### src/rtl/dtv_pkg.sv
`timescale 1ns / 1ps
`default_nettype none

package dtv_pkg;

   // Width of the year accumulator; a year above its all-ones value is rejected.
   localparam int YEAR_BITS = 16;
   localparam int YEAR_MUL_BITS = YEAR_BITS + 4;

   // Widths of the result fields.
   localparam int DAY_BITS = 5;
   localparam int MONTH_BITS = 4;
   localparam int OUT_YEAR_BITS = 16;

   // Character codes.
   localparam logic [7:0] SLASH_CODE = 8'h2F;
   localparam logic [7:0] DIGIT_ZERO = 8'h30;
   localparam logic [7:0] DIGIT_NINE = 8'h39;

   // Saturation caps of the day and month accumulators.
   localparam logic [5:0] DAY_CAP = 6'd63;
   localparam logic [3:0] MONTH_CAP = 4'd15;
   localparam logic [3:0] MONTH_MAX = 4'd12;

   localparam logic [1:0] SLASH_COUNT_MAX = 2'd3;
   localparam logic [1:0] SLASH_COUNT_OK = 2'd2;

   // Month codes with a length other than 31.
   localparam logic [3:0] MONTH_FEB = 4'd2;
   localparam logic [3:0] MONTH_APR = 4'd4;
   localparam logic [3:0] MONTH_JUN = 4'd6;
   localparam logic [3:0] MONTH_SEP = 4'd9;
   localparam logic [3:0] MONTH_NOV = 4'd11;

   function automatic logic [DAY_BITS-1:0] month_days(input logic [3:0] month,
                                                       input logic leap);
      logic [DAY_BITS-1:0] days;
      case (month)
         MONTH_FEB: days = leap ? 5'd29 : 5'd28;
         MONTH_APR, MONTH_JUN, MONTH_SEP, MONTH_NOV: days = 5'd30;
         default: days = 5'd31;
      endcase
      return days;
   endfunction

endpackage

`default_nettype wire

### src/rtl/date_text_validator_core.sv
`timescale 1ns / 1ps
`default_nettype none
// A character accepted into the input stage is processed from there; for the last
// character of a text the result is registered into the result stage and shown on rsp_*.
// Throughput: one character per cycle, but a last character waits while a result stalls.
// Reset (synchronous, active high) empties both stages and clears all parse state.
module date_text_validator_core (
   input  wire logic                            clock,
   input  wire logic                            reset,
   input  wire logic                            req_valid,
   output logic                                 req_ready,
   input  wire logic [7:0]                      req_char_code,
   input  wire logic                            req_last_char,
   output logic                                 rsp_valid,
   input  wire logic                            rsp_ready,
   output logic                                 rsp_date_valid,
   output logic [dtv_pkg::DAY_BITS-1:0]         rsp_day_value,
   output logic [dtv_pkg::MONTH_BITS-1:0]       rsp_month_value,
   output logic [dtv_pkg::OUT_YEAR_BITS-1:0]    rsp_year_value
);
   import dtv_pkg::*;

   // Input stage.
   logic                 s1_valid_ff, s1_valid_in;
   logic [7:0]           s1_char_ff;
   logic                 s1_last_ff;

   // Parse state.
   logic [1:0]           slash_ff, slash_in, slash_upd;
   logic [5:0]           day_ff, day_in, day_upd;
   logic [3:0]           month_ff, month_in, month_upd;
   logic [YEAR_BITS-1:0] year_ff, year_in, year_upd;
   logic [2:0]           present_ff, present_in, present_upd;
   logic                 bad_ff, bad_in, bad_upd;
   logic [1:0]           ymod4_ff, ymod4_in, ymod4_upd;   // year mod 4
   logic [1:0]           cent_ff, cent_in, cent_upd;      // (year / 100) mod 4
   logic [3:0]           tens_ff, tens_in, tens_upd;
   logic [3:0]           units_ff, units_in, units_upd;

   // Result stage.
   logic                     rsp_valid_ff, rsp_valid_in;
   logic                     date_ok_ff;
   logic [DAY_BITS-1:0]      day_out_ff;
   logic [MONTH_BITS-1:0]    month_out_ff;
   logic [OUT_YEAR_BITS-1:0] year_out_ff;

   logic                     proc_go;
   logic                     is_slash;
   logic                     is_digit;
   logic [3:0]               digit;
   logic [9:0]               day_mul;
   logic [7:0]               month_mul;
   logic [YEAR_MUL_BITS-1:0] year_mul;
   logic                     year_ovf;
   logic                     leap;
   logic                     date_ok;
   logic [YEAR_BITS+OUT_YEAR_BITS-1:0] year_wide;

   // A last character needs room in the result register; others always advance.
   assign proc_go   = s1_valid_ff && (!s1_last_ff || !rsp_valid_ff || rsp_ready);
   assign req_ready = !s1_valid_ff || proc_go;

   assign is_slash = (s1_char_ff == SLASH_CODE);
   assign is_digit = (s1_char_ff >= DIGIT_ZERO) && (s1_char_ff <= DIGIT_NINE);
   assign digit    = s1_char_ff[3:0];

   assign day_mul   = ({4'd0, day_ff} << 3) + ({4'd0, day_ff} << 1) + {6'd0, digit};
   assign month_mul = ({4'd0, month_ff} << 3) + ({4'd0, month_ff} << 1) + {4'd0, digit};
   assign year_mul  = ({4'd0, year_ff} << 3) + ({4'd0, year_ff} << 1)
                      + {{YEAR_BITS{1'b0}}, digit};
   assign year_ovf  = |year_mul[YEAR_MUL_BITS-1:YEAR_BITS];

   always_comb begin
      slash_upd   = slash_ff;
      day_upd     = day_ff;
      month_upd   = month_ff;
      year_upd    = year_ff;
      present_upd = present_ff;
      bad_upd     = bad_ff;
      ymod4_upd   = ymod4_ff;
      cent_upd    = cent_ff;
      tens_upd    = tens_ff;
      units_upd   = units_ff;
      if (is_slash) begin
         if (slash_ff != SLASH_COUNT_MAX) begin
            slash_upd = slash_ff + 2'd1;
         end
      end else if (is_digit) begin
         case (slash_ff)
            2'd0: begin
               day_upd = (day_mul > {4'd0, DAY_CAP}) ? DAY_CAP : day_mul[5:0];
               present_upd[0] = 1'b1;
            end
            2'd1: begin
               month_upd = (month_mul > {4'd0, MONTH_CAP}) ? MONTH_CAP : month_mul[3:0];
               present_upd[1] = 1'b1;
            end
            2'd2: begin
               if (year_ovf) begin
                  bad_upd  = 1'b1;
                  year_upd = '1;
               end else begin
                  year_upd = year_mul[YEAR_BITS-1:0];
               end
               // Track the residues the leap rule needs as each digit shifts in.
               ymod4_upd = {ymod4_ff[0], 1'b0} + digit[1:0];
               cent_upd  = {cent_ff[0], 1'b0} + tens_ff[1:0];
               tens_upd  = units_ff;
               units_upd = digit;
               present_upd[2] = 1'b1;
            end
            default: begin
               // drop digits after a third slash
            end
         endcase
      end else begin
         bad_upd = 1'b1;
      end
   end

   always_comb begin
      leap = ((tens_upd == 4'd0) && (units_upd == 4'd0)) ? (cent_upd == 2'd0)
                                                           : (ymod4_upd == 2'd0);
      date_ok = !bad_upd && (slash_upd == SLASH_COUNT_OK) && (present_upd == 3'b111)
                && (month_upd != 4'd0) && (month_upd <= MONTH_MAX)
                && (day_upd != 6'd0)
                && (day_upd <= {1'b0, month_days(month_upd, leap)});
      year_wide = {{OUT_YEAR_BITS{1'b0}}, year_upd};
   end

   // Clear the parse state after the last character of a text.
   always_comb begin
      slash_in   = s1_last_ff ? '0 : slash_upd;
      day_in     = s1_last_ff ? '0 : day_upd;
      month_in   = s1_last_ff ? '0 : month_upd;
      year_in    = s1_last_ff ? '0 : year_upd;
      present_in = s1_last_ff ? '0 : present_upd;
      bad_in     = s1_last_ff ? 1'b0 : bad_upd;
      ymod4_in   = s1_last_ff ? '0 : ymod4_upd;
      cent_in    = s1_last_ff ? '0 : cent_upd;
      tens_in    = s1_last_ff ? '0 : tens_upd;
      units_in   = s1_last_ff ? '0 : units_upd;

      s1_valid_in = (req_valid && req_ready) ? 1'b1 : (proc_go ? 1'b0 : s1_valid_ff);

      if (proc_go && s1_last_ff) begin
         rsp_valid_in = 1'b1;
      end else if (rsp_ready) begin
         rsp_valid_in = 1'b0;
      end else begin
         rsp_valid_in = rsp_valid_ff;
      end
   end

   always_ff @(posedge clock) begin
      if (reset) begin
         s1_valid_ff  <= 1'b0;
         rsp_valid_ff <= 1'b0;
         slash_ff     <= '0;
         day_ff       <= '0;
         month_ff     <= '0;
         year_ff      <= '0;
         present_ff   <= '0;
         bad_ff       <= 1'b0;
         ymod4_ff     <= '0;
         cent_ff      <= '0;
         tens_ff      <= '0;
         units_ff     <= '0;
      end else begin
         s1_valid_ff  <= s1_valid_in;
         rsp_valid_ff <= rsp_valid_in;
         if (proc_go) begin
            slash_ff   <= slash_in;
            day_ff     <= day_in;
            month_ff   <= month_in;
            year_ff    <= year_in;
            present_ff <= present_in;
            bad_ff     <= bad_in;
            ymod4_ff   <= ymod4_in;
            cent_ff    <= cent_in;
            tens_ff    <= tens_in;
            units_ff   <= units_in;
         end
      end
   end

   always_ff @(posedge clock) begin
      if (req_valid && req_ready) begin
         s1_char_ff <= req_char_code;
         s1_last_ff <= req_last_char;
      end
      if (proc_go && s1_last_ff) begin
         date_ok_ff   <= date_ok;
         day_out_ff   <= date_ok ? day_upd[DAY_BITS-1:0] : '0;
         month_out_ff <= date_ok ? month_upd : '0;
         year_out_ff  <= date_ok ? year_wide[OUT_YEAR_BITS-1:0] : '0;
      end
   end

   assign rsp_valid       = rsp_valid_ff;
   assign rsp_date_valid  = date_ok_ff;
   assign rsp_day_value   = day_out_ff;
   assign rsp_month_value = month_out_ff;
   assign rsp_year_value  = year_out_ff;

endmodule

`default_nettype wire

### config.mk
export PLATFORM = sky130hd
export DESIGN_NAME = date_text_validator_core
export DESIGN_NICKNAME = d
export VERILOG_FILES = /design/src/rtl/dtv_pkg.sv /design/src/rtl/date_text_validator_core.sv
export SDC_FILE = /design/constraint.sdc
export NUM_CORES = 1
export LEC_CHECK = 0
export BUFFER_PORTS_ARGS = -buffer_cell sky130_fd_sc_hd__buf_2
export CORE_ASPECT_RATIO = 1.1
export CORE_MARGIN = 3
export CORE_UTILIZATION = 65
export DETAILED_ROUTE_END_ITERATION = 10
export PLACE_DENSITY_LB_ADDON = 0.1
export SYNTH_ARGS = -nofsm -noshare
export SYNTH_HDL_FRONTEND = slang
export SYNTH_SLANG_ARGS = --single-unit
### constraint.sdc
create_clock -name clock -period 5.85 [get_ports clock]
set_input_delay 1.17 -clock clock [delete_from_list [all_inputs] [get_ports clock]]
set_output_delay 1.17 -clock clock [all_outputs]
set_load 0.005 [all_outputs]
==> results.md, run 1 <==
* Status: finished clean
* Global Route Usage Sum at 27.1%
* Post-Syn Area at 5390 um2
* Worst-path fanout max at 26
* Post-cts sizing count at 0
* R2R setup slack at 0.90 ns
* Final slew viol count at 0
* Crit path depth at 15
* Total CTS buffers at 9
* Vias in the first global route at 4224
* DRC violations left at 0
* # setup viols final at 0
* WP data required at 5.98 ns
* CP Capture Point: rsp_year_value[4]$_SDFFCE_PN0P_
* Most frequent cells after synthesis: 64 x nor2_1, 51 x ha_1, 46 x dfxtp_1, 36 x nand2_1, 35 x edfxtp_1
* Async set or reset register ratio after synthesis at 0%
* Gr ovfl total at 0
* Share of cells above drive strength 1 at 16.9%
* Comb power frac at 4.4%
* Wirelength per Cell at 17.8 um
* Fin Setup TNS at 0 ns
* Routability cong. at 0.934
* Die Ht at 101 um
* Detail Route Antenna Nets at 0
* Critical path launch point type: flip-flop
* Worst-path clk slew at 0.09 ns
* Worst Hold Depth at 2
* Vias per cell at 6.35
* Post-synth top area cell: edfxtp_1
* Multi-input gate area at 3230 um2
* Max Cap Violations at 0
* CTS tree: built
* R2R Path Start: s1_char_ff[3]$_DFFE_PP_
* Post-synthesis cell count at 543
* Area of the core at 8000 um2
* Synth area leaders: edfxtp_1 20%, dfxtp_1 17%, ha_1 12%, nor2_1 4.5%, a2111oi_4 4.1%
* Hold path start: present_ff[1]$_SDFFE_PP0P_
* Worst IR Drop VDD at 0.143 mV
* R2R depth at 15
* Initial DRC Count at 239
* Initial antenna violation count at 0
* Post-synth EDFFs at 35
* Final worst slack at 0.901 ns
* Most numerous cell in the Yosys netlist: nor2_1
* Synth cell types at 71
* Non-Filler Instances at 682
* Final wirelength at 12100 um
* Fill cell count at 627
* Int Pwr at 0.771 mW
* Slowest cell delay on critical path at 0.62 ns
* Worst Hold Class: reg2reg
* Largest net degree at the start of global routing at 34
* Pre-CTS setup slack at 0.988 ns
* Placed Instance Area at 5610 um2
* Crit path launch: s1_char_ff[3]$_DFFE_PP_
* Cell family with most CP delay: compound AO/OA/AOI/OAI gates
* Sequential power share at 58.1%
* CTS H-tree lvls at 3
* Root buf cell: clkbuf_8
* CP Capture Type: flip-flop
* TritonRoute pass-1 iters at 5
* Reg area at 1970 um2
* Warnings, synthesis at 0
* Max Clock Skew at 0.0119 ns
* F_max at 202 MHz
* First-pass GRT wire length at 20100 um
* Yosys top cell area share at 19.5%
* Std-Cell Rows at 34
* Register area share after synthesis at 36.6%
* ANT cells at 0
* Hold Fails Final Rpt at 0
* WS Path Type: reg2reg
* RSZ-0062 raised after global routing: no
* Syn Area/Cell at 9.92 um2
* Area growth, synth to finish at 7.57%
* #FFs+latches synth at 81
* Starting Density at 67.3%
* Final period utilization at 84.6%
* Actual slew at the worst max-slew pin at 1.07 ns
* Sw Ratio at 25.6%
* Psw at 0.265 mW
* Vias at 4331
* CTS sink cnt at 81
* Critical path's slowest cell: edfxtp_1
* Relative slew slack at 28.4%
* Design area at 5790 um2
* Longest Clk Path Bufs at 2
* DP HPWL at 8870 um
* Minimum clock period at 4.95 ns
* Main synth FF type: dfxtp_1
* IO Pins at 41
* Power Density at 179 nW/um2
* Post-CTS Hold Fix Bufs at 0
* Net Count, Synth at 613
* Die area at 9410 um2
* Post-route core utilization at 72.4%
* Fin nets at 639
* # port buffers at 40
* Worst Path Buf+Inv at 1
* Placed cells at 666
* Post-CTS Setup Repair Bufs at 0
* Clock power frac at 37.5%
* Chip Width at 92.8 um
* Clock network latency to the later pin of the worst-skew pair at 0.36 ns
* Worst Path Arrival at 5.08 ns
* Worst path cell trace: inv_1 -> fa_1 -> fa_1 -> a211oi_1 -> mux2i_1 -> nor2b_1 -> nand3b_1 -> o21ai_0 -> nor3b_1 -> ha_1 -> a21oi_1 -> a21oi_1 -> a31oi_2 -> nand4_4 -> a2111oi_1
* Lkg Pwr at 2.43 nW
* Reg2reg end: rsp_year_value[4]$_SDFFCE_PN0P_
-- cells by family after synthesis --
kind of cell / count (synthesis) / synth area share, %
buf+inv: 41 / 3.49
xor+xnor: 15 / 2.44
fa+ha+maj: 57 / 14.1
mux: 6 / 1.18
compound gates: 151 / 22.7
flops: 81 / 36.6
simple gates: 192 / 19.5
-- metal layers --
metal | GRT usage, % | vias up | wire length, um
met2 | 49.7 | 109 | 6370
met1 | 31.4 | 2076 | 4930
li1 | - | 2109 | -
met3 | 4.01 | 37 | 409
met5 | 0 | - | 0
met4 | 12.0 | 0 | 423
-- worst min path at each step --
stage / slack [ns] / to
6_report: 0.49 / present_ff[1]$_SDFFE_PP0P_
5_1_grt: 0.52 / present_ff[1]$_SDFFE_PP0P_
4_1_cts: 0.48 / present_ff[1]$_SDFFE_PP0P_
3_5_place_dp: 0.46 / present_ff[1]$_SDFFE_PP0P_
3_3_place_gp: 0.45 / present_ff[1]$_SDFFE_PP0P_
2_1_floorplan: 0.44 / present_ff[0]$_SDFFE_PP0P_
-- worst min-delay path: stages (launching register included) --
cell	delay [ns]
dfxtp_1	0.34
a21oi_1	0.05
nor2_1	0.07
-- placed cells by master (no fill, tap or decap), types with 4 or more instances in the layout --
cell type  synthesis  routed
nor2_1            64      64
ha_1              51      51
dfxtp_1           46      46
buf_2              3      40
nand2_1           36      36
edfxtp_1          35      35
a21oi_1           32      32
nor3_1            26      26
o21ai_0           16      16
o21ai_1           14      14
a22oi_1           14      14
inv_1             13      13
a31oi_1           11      11
a21o_1            10      10
xor2_1             9       9
clkbuf_8           0       9
a2111oi_4          8       8
nor2b_1            6       6
nor4_1             6       6
xnor2_1            6       6
a2111oi_1          6       6
fa_1               6       6
nand3_1            5       5
nand2b_1           5       5
nor3b_1            5       5
o21a_1             5       5
and3_1             4       4
nor3_2             5       4
a211oi_1           4       4
nand3b_1           4       4
nand4_1            4       4
-- flip-flops by register name (all words and copies together), names as in the netlist, 3 cells and up --
name	count
present_ff	3
units_ff	4
tens_ff	4
rsp_year_value	16
month_ff	4
s1_char_ff	8
day_ff	6
year_ff	16
rsp_month_value	4
rsp_day_value	5
-- layout make-up --
type	instances	area share (%)
multi-input combinational	421	55.8
sequential	81	34.0
timing repair buffer	43	3.84
tap	108	2.33
clock buffer	9	2.14
clock inverter	7	1.02
inverter	13	0.842
-- power groups by stage --
stage	Clock, mW	Combinational (mW)	Sequential [mW]
final	0.388	0.0451	0.602
after global routing	0.417	0.0508	0.603
after CTS	0.397	0.0451	0.602
after detailed placement	0	0.0448	0.615
after global placement	0	0.0433	0.615
after floorplan	0	0.0323	0.611
-- through the flow --
stage	power (mW)	hold WS [ns]
floorplan	0.643	0.436
global placement	0.658	0.451
detailed placement	0.660	0.458
CTS	1.04	0.480
global route	1.07	0.519
finish	1.04	0.486
No activity file was read; power rests on OpenSTA's default activity.
==> run 2, diff against run 1 <==
Settings changed: CORE_UTILIZATION 65 to 55.
Clock period 5.85 ns to 3.98 ns, I/O delays scaled along.
==> run 2 against run 1 <==
Effect of this change:
- the flow now finishes with violations (setup timing)
- sequential share of layout area is 3.4 points lower
- clock skew decreased by 0.00082 ns
- via count up 4.8%
- critical path type unchanged
- largest cell class unchanged
- largest power group unchanged
==> results.md, run 2 (synthesis results as in run 1) <==
* Final Power at 1.69 mW (+63%)
* DRC violations left at 0 (unchanged)
* Longest Clk Path Bufs at 2 (unchanged)
* Actual slew at the worst max-slew pin at 0.935 ns (-0.137 ns)
* Area growth, synth to finish at 19.6%
* Failing checks: setup timing
* Minimum clock period at 3.99 ns (-0.960 ns)
* Fin Setup TNS at -0.00855 ns (-0.00855 ns)
* Pre-CTS setup slack at -0.132 ns (-1.12 ns)
* Starting Density at 57.0% (-10 points)
* M2 GR Usage at 45.2% (-4.5 points)
* Fin nets at 681 (+6.6%)
* Max Clock Skew at 0.0110 ns (-0.000825 ns)
* # port buffers at 40 (unchanged)
* Vias at 4537 (+4.8%)
* CP Capture Type: flip-flop
* ANT cells at 0 (unchanged)
* Final wirelength at 13700 um (+13%)
* Met1 usage in global routing at 30.4% (-0.95 points)
* Initial DRC Count at 241 (+0.84%)
* Worst IR Drop VDD at 0.231 mV (+62%)
* Max Cap Violations at 0 (unchanged)
* Vias in the first global route at 4441 (+5.1%)
* CTS tree: built
* Area of the core at 9440 um2 (+18%)
* Power Density at 262 nW/um2 (+46%)
* Gr ovfl total at 0 (unchanged)
* Met3 GRT Util at 4.51% (+0.49 points)
* Most frequent cells in the layout: 64 x nor2_1, 47 x ha_1, 44 x dfxtp_1
* Post-CTS Hold Fix Bufs at 0 (unchanged)
* F_max at 251 MHz (+24%)
* Global Route Usage Sum at 25.2% (-1.9 points)
* Most common cell after layout, fill and taps aside: nor2_1
* Final period utilization at 100% (+16 points)
* Share of cells above drive strength 1 at 28.2% (+11 points)
* Post-route core utilization at 68.2% (-4.2 points)
* DP HPWL at 9770 um (+10%)
* Total CTS buffers at 9 (unchanged)
* Lkg Pwr at 2.72 nW (+12%)
* Hold Fails Final Rpt at 0 (unchanged)
* # setup viols final at 1 (+1)
* Gr busiest metal: met2
* Worst Path Arrival at 4.17 ns (-0.91 ns)
* IO Pins at 41 (unchanged)
* TritonRoute pass-1 iters at 5 (unchanged)
* Final worst slack at -0.00855 ns (-0.910 ns)
* Relative slew slack at 37.4% (+9.0 points)
* Vias per cell at 6.19 (-2.5%)
* Largest net degree at the start of global routing at 34 (unchanged)
* RSZ-0062 raised after global routing: yes
* Fill cell count at 737 (+18%)
* Worst-path fanout max at 6 (-77%)
* CTS sink cnt at 81 (unchanged)
* Critical path launch point type: flip-flop
* Placed cells at 702 (+5.4%)
* Die Ht at 110 um (+8.2%)
* WP data required at 4.17 ns (-1.81 ns)
* Worst-path clk slew at 0.08 ns (about the same)
* WS Path Type: reg2reg
* First-pass GRT wire length at 22000 um (+9.7%)
* Routability cong. at 0.870 (-6.9%)
* CTS H-tree lvls at 3 (unchanged)
* Final slew viol count at 0 (unchanged)
* Chip Width at 100 um (+8.1%)
* Wirelength per Cell at 18.7 um (+5.0%)
* Non-Filler Instances at 733 (+7.5%)
* Root buf cell: clkbuf_8
* Worst Hold Class: reg2reg
* R2R setup slack at -0.009 ns (-0.91 ns)
* Status: finished, violations left
* Std-Cell Rows at 37 (+8.8%)
* Clock network latency to the later pin of the worst-skew pair at 0.35 ns (about the same)
* Die area at 11000 um2 (+17%)
* Detail Route Antenna Nets at 0 (unchanged)
* Initial antenna violation count at 0 (unchanged)
[run 2: cell count changes in the layout (fill, tap and decap cells not counted), moves of 4 or more]
cell	previous run	this run
o21ai_2	0	4
buf_4	3	40
ha_1	51	47
a2111oi_2	0	4
nor3_2	4	8
nor3_1	26	22
a2111oi_1	6	0
[run 2: stage by stage]
| step | hold slack [ns] | area (um2) |
|---|---|---|
| global placement | 0.453 | 5840 |
| floorplan | 0.436 | 5390 |
| CTS | 0.486 | 6190 |
| global route | 0.496 | 6440 |
| detailed placement | 0.458 | 5840 |
| finish | 0.485 | 6440 |
[run 2: metal layers]
metal / part of all wire, % / vias to the layer above
li1: - / 2196
met1: 41 / 2184
met2: 52 / 126
met3: 4.1 / 31
met4: 2.4 / 0
met5: 0 / -
[run 2: critical path, stage by stage (launching register included)]
cell and delay, ns:
edfxtp_1 0.39, inv_2 0.05, fa_1 0.55, inv_1 0.06, ha_1 0.30, a211oi_2 0.22, mux2i_2 0.14, o22ai_1 0.32
nand2_1 0.15, nor3b_2 0.26, ha_4 0.24, a21oi_2 0.16, a21oi_2 0.05, a31oi_2 0.25, nand4_4 0.21, clkbuf_16 0.24
nor4_4 0.23
[run 2: layout make-up]
type / instances / area (um2) / area share, %
clock inverters: 5 / 104 / 1.61
well taps: 117 / 146 / 2.27
inverters: 13 / 48.8 / 0.757
clock buffers: 11 / 131 / 2.04
repair buffers: 85 / 596 / 9.24
flip-flops and latches: 81 / 1970 / 30.6
multi-input cells: 421 / 3440 / 53.4
[run 2: worst paths after layout]
check                                                 from                               end  cells after the start
worst max-delay path               s1_char_ff[3]$_DFFE_PP_  rsp_year_value[13]$_SDFFCE_PN0P_                     16
worst min-delay path            present_ff[0]$_SDFFE_PP0P_        present_ff[0]$_SDFFE_PP0P_                      2
worst max register to register     s1_char_ff[3]$_DFFE_PP_  rsp_year_value[13]$_SDFFCE_PN0P_                     16
worst min register to register  present_ff[0]$_SDFFE_PP0P_        present_ff[0]$_SDFFE_PP0P_                      2
[run 2: timing repair]
item	CTS	global route
setup endpoints to repair	20	27
cloned	1	1
pin swaps	2	16
buffers inserted	7	6
gates resized for setup	8	42
[run 2: power by group]
part / switching, mW / internal [mW] / total (mW) / leakage [nW]
Sequential: 0.00732 / 0.872 / 0.880 / 0.751
Clock: 0.304 / 0.418 / 0.721 / 0.118
Combinational: 0.0536 / 0.0314 / 0.0850 / 1.85
Total: 0.365 / 1.32 / 1.69 / 2.72
==> run 3, diff against run 2 <==
Settings changed: PLACE_DENSITY set to 0.77, PLACE_DENSITY_LB_ADDON 0.1 to unset.
==> run 3 against run 2 <==
Effect of this change:
- the run still ends with setup timing left
- sequential share of layout area down 0.34 points
- power down 3.6%
- die area unchanged
- first-iteration DRC count up 40%
- cell count up 0.82%
- utilization up 0.72 points
- clock skew up 0.0021 ns
- count of clock-buffer cells in the layout down 2
- setup slack worse by 0.017 ns
- routed wire length up 1.0%
- critical path type unchanged
==> results.md, run 3 (synthesis results as in run 1) <==
* Clock power frac at 40.5% (-2.3 points)
* Pre-CTS setup slack at -0.187 ns (-0.0547 ns)
* Global Route Usage Sum at 24.4% (-0.78 points)
* RSZ-0062 raised after global routing: yes
* Fin nets at 687 (+0.88%)
* Initial DRC Count at 337 (+40%)
* Relative slew slack at 38.4% (+1.1 points)
* R2R Path Start: month_ff[1]$_SDFFE_PP0P_
* Detail Route Antenna Nets at 0 (unchanged)
* # port buffers at 40 (unchanged)
* Starting Density at 57.0% (unchanged)
* Gr busiest metal: met2
* CTS sink cnt at 81 (unchanged)
* Critical path launch point type: flip-flop
* Wirelength per Cell at 18.7 um (+0.20%)
* DP HPWL at 9840 um (+0.71%)
* Share of cells above drive strength 1 at 28.1% (-0.11 points)
* Die area at 11000 um2 (unchanged)
* Worst-path fanout max at 6 (unchanged)
* Vias per cell at 6.30 (+1.7%)
* Hold path start: units_ff[0]$_SDFFE_PP0P_
* Worst Hold Class: reg2reg
* Actual slew at the worst max-slew pin at 0.919 ns (-0.0158 ns)
* Vias at 4653 (+2.6%)
* CTS H-tree lvls at 3 (unchanged)
* Int Pwr at 1.26 mW (-4.8%)
* DRC violations left at 0 (unchanged)
* CTS tree: built
* Worst Path Arrival at 4.19 ns (+0.02 ns)
* F_max at 250 MHz (-0.42%)
* TritonRoute pass-1 iters at 5 (unchanged)
* Max Clock Skew at 0.0132 ns (+0.00213 ns)
* Sw Ratio at 22.6% (+0.98 points)
* Sequential power share at 54.1% (+1.9 points)
* Worst-path clk slew at 0.08 ns (about the same)
* Met3 GRT Util at 2.98% (-1.5 points)
* Worst IR Drop VDD at 0.289 mV (+25%)
* Non-Filler Instances at 739 (+0.82%)
* Met1 usage in global routing at 29.2% (-1.2 points)
* Minimum clock period at 4.01 ns (+0.0170 ns)
* Routability cong. at 0.918 (+5.5%)
* M2 GR Usage at 44.1% (-1.1 points)
* R2R depth at 16 (unchanged)
* WP data required at 4.17 ns (about the same)
* Status: finished, violations left
* Longest Clk Path Bufs at 2 (unchanged)
* Failing checks: setup timing
* Area of the core at 9440 um2 (unchanged)
* First-pass GRT wire length at 21400 um (-2.7%)
* Lkg Pwr at 2.75 nW (+1.4%)
* Hold Fails Final Rpt at 0 (unchanged)
* Placed cells at 716 (+2.0%)
* Die Ht at 110 um (unchanged)
* Root buf cell: clkbuf_8
* Total CTS buffers at 9 (unchanged)
* WS Path Type: reg2reg
* Final wirelength at 13800 um (+1.0%)
* Worst Hold End: units_ff[0]$_SDFFE_PP0P_
* Area growth, synth to finish at 20.9%
* IO Pins at 41 (unchanged)
* Clock network latency to the later pin of the worst-skew pair at 0.35 ns (about the same)
* Final period utilization at 101% (+0.43 points)
* R2R setup slack at -0.03 ns (-0.02 ns)
* # setup viols final at 2 (+1)
* Reg2reg end: rsp_day_value[2]$_SDFFCE_PN0P_
* Largest net degree at the start of global routing at 31 (-8.8%)
* Fin Setup TNS at -0.0340 ns (-0.0254 ns)
* Power Density at 250 nW/um2 (-4.6%)
* Final slew viol count at 0 (unchanged)
* Comb power frac at 5.3% (+0.3 points)
* Initial antenna violation count at 0 (unchanged)
* Vias in the first global route at 4569 (+2.9%)
* Std-Cell Rows at 37 (unchanged)
* Chip Width at 100 um (unchanged)
* Gr ovfl total at 0 (unchanged)
* Worst Hold Depth at 2 (unchanged)
* CP Capture Type: flip-flop
* ANT cells at 0 (unchanged)
* Most common cell after layout, fill and taps aside: nor2_1
* Final worst slack at -0.0256 ns (-0.0170 ns)
* Max Cap Violations at 0 (unchanged)
* Most frequent cells in the layout: 64 x nor2_1, 47 x ha_1, 45 x dfxtp_1
* Psw at 0.367 mW (+0.76%)
-- run 3: changes by cell type in the layout (fill, tap and decap cells not counted), moves of 3 or more --
cell	delta
buf_4	+3
nor3_2	-3
ha_4	+3
nor3_1	+3
o21ai_1	+3
ha_2	-3
-- run 3: how the worst max path moves through the flow --
| stage | startpoint | endpoint |
|---|---|---|
| finish | month_ff[1]$_SDFFE_PP0P_ | rsp_day_value[2]$_SDFFCE_PN0P_ |
| global route | s1_char_ff[3]$_DFFE_PP_ | rsp_year_value[5]$_SDFFCE_PN0P_ |
| CTS | s1_char_ff[3]$_DFFE_PP_ | rsp_day_value[2]$_SDFFCE_PN0P_ |
| detailed placement | s1_char_ff[3]$_DFFE_PP_ | rsp_day_value[2]$_SDFFCE_PN0P_ |
| global placement | s1_char_ff[3]$_DFFE_PP_ | rsp_year_value[13]$_SDFFCE_PN0P_ |
| floorplan | s1_char_ff[3]$_DFFE_PP_ | rsp_year_value[0]$_SDFFCE_PN0P_ |
-- run 3: power by group through the flow --
stage                     registers [mW]  clock network (mW)  logic [mW]
final                              0.880               0.659      0.0869
after global routing               0.881               0.700      0.0946
after detailed placement           0.898                   0      0.0798
after CTS                          0.879               0.660      0.0805
after floorplan                    0.898                   0      0.0475
after global placement             0.897                   0      0.0776
-- run 3: repair_timing --
item                                    in CTS  in global routing
endpoints found under the setup margin      26                 28
resized for setup                            7                 41
pin swaps                                    0                 15
buffers inserted                             0                  5
hold buffers                                 0                  0
gates cloned                                 0                  2
-- run 3: layout make-up --
| cell class | count | area, um2 |
|---|---|---|
| tap | 117 | 146 |
| sequential | 81 | 1970 |
| inverter | 13 | 48.8 |
| clock buffer | 9 | 124 |
| clock inverter | 7 | 93.8 |
| fill | 690 | 2930 |
| timing repair buffer | 91 | 667 |
| multi-input combinational | 421 | 3460 |
-- run 3: stage by stage --
step / utilization, % / hold WS, ns / cell area, um2 / total power, mW
2_1_floorplan: - / 0.436 / 5390 / 0.946
3_3_place_gp: 62.9 / 0.459 / 5940 / 0.975
3_5_place_dp: 62.9 / 0.475 / 5940 / 0.978
4_1_cts: 65.5 / 0.489 / 6180 / 1.62
5_1_grt: 68.9 / 0.518 / 6510 / 1.68
6_report: 68.9 / 0.489 / 6510 / 1.63
-- run 3: worst max-delay path: stages, from the launching register on --
cell and delay [ns]:
dfxtp_1 0.41, buf_4 0.17, ha_1 0.23, ha_1 0.19
nor4_1 0.52, nand4_1 0.22, o21ai_1 0.32, nand2_1 0.15
nor3b_2 0.19, ha_1 0.28, a21oi_2 0.17, a21oi_2 0.05
a31oi_2 0.18, nand4_4 0.19, buf_12 0.20, buf_12 0.13
nor4_4 0.24
-- run 3: metal layers --
layer | part of all wire (%) | vias up | routed length [um]
met4 | 2.9 | 0 | 404
met5 | 0 | - | 0
met3 | 5.3 | 36 | 729
met2 | 52 | 182 | 7150
met1 | 40 | 2228 | 5550
li1 | - | 2207 | -
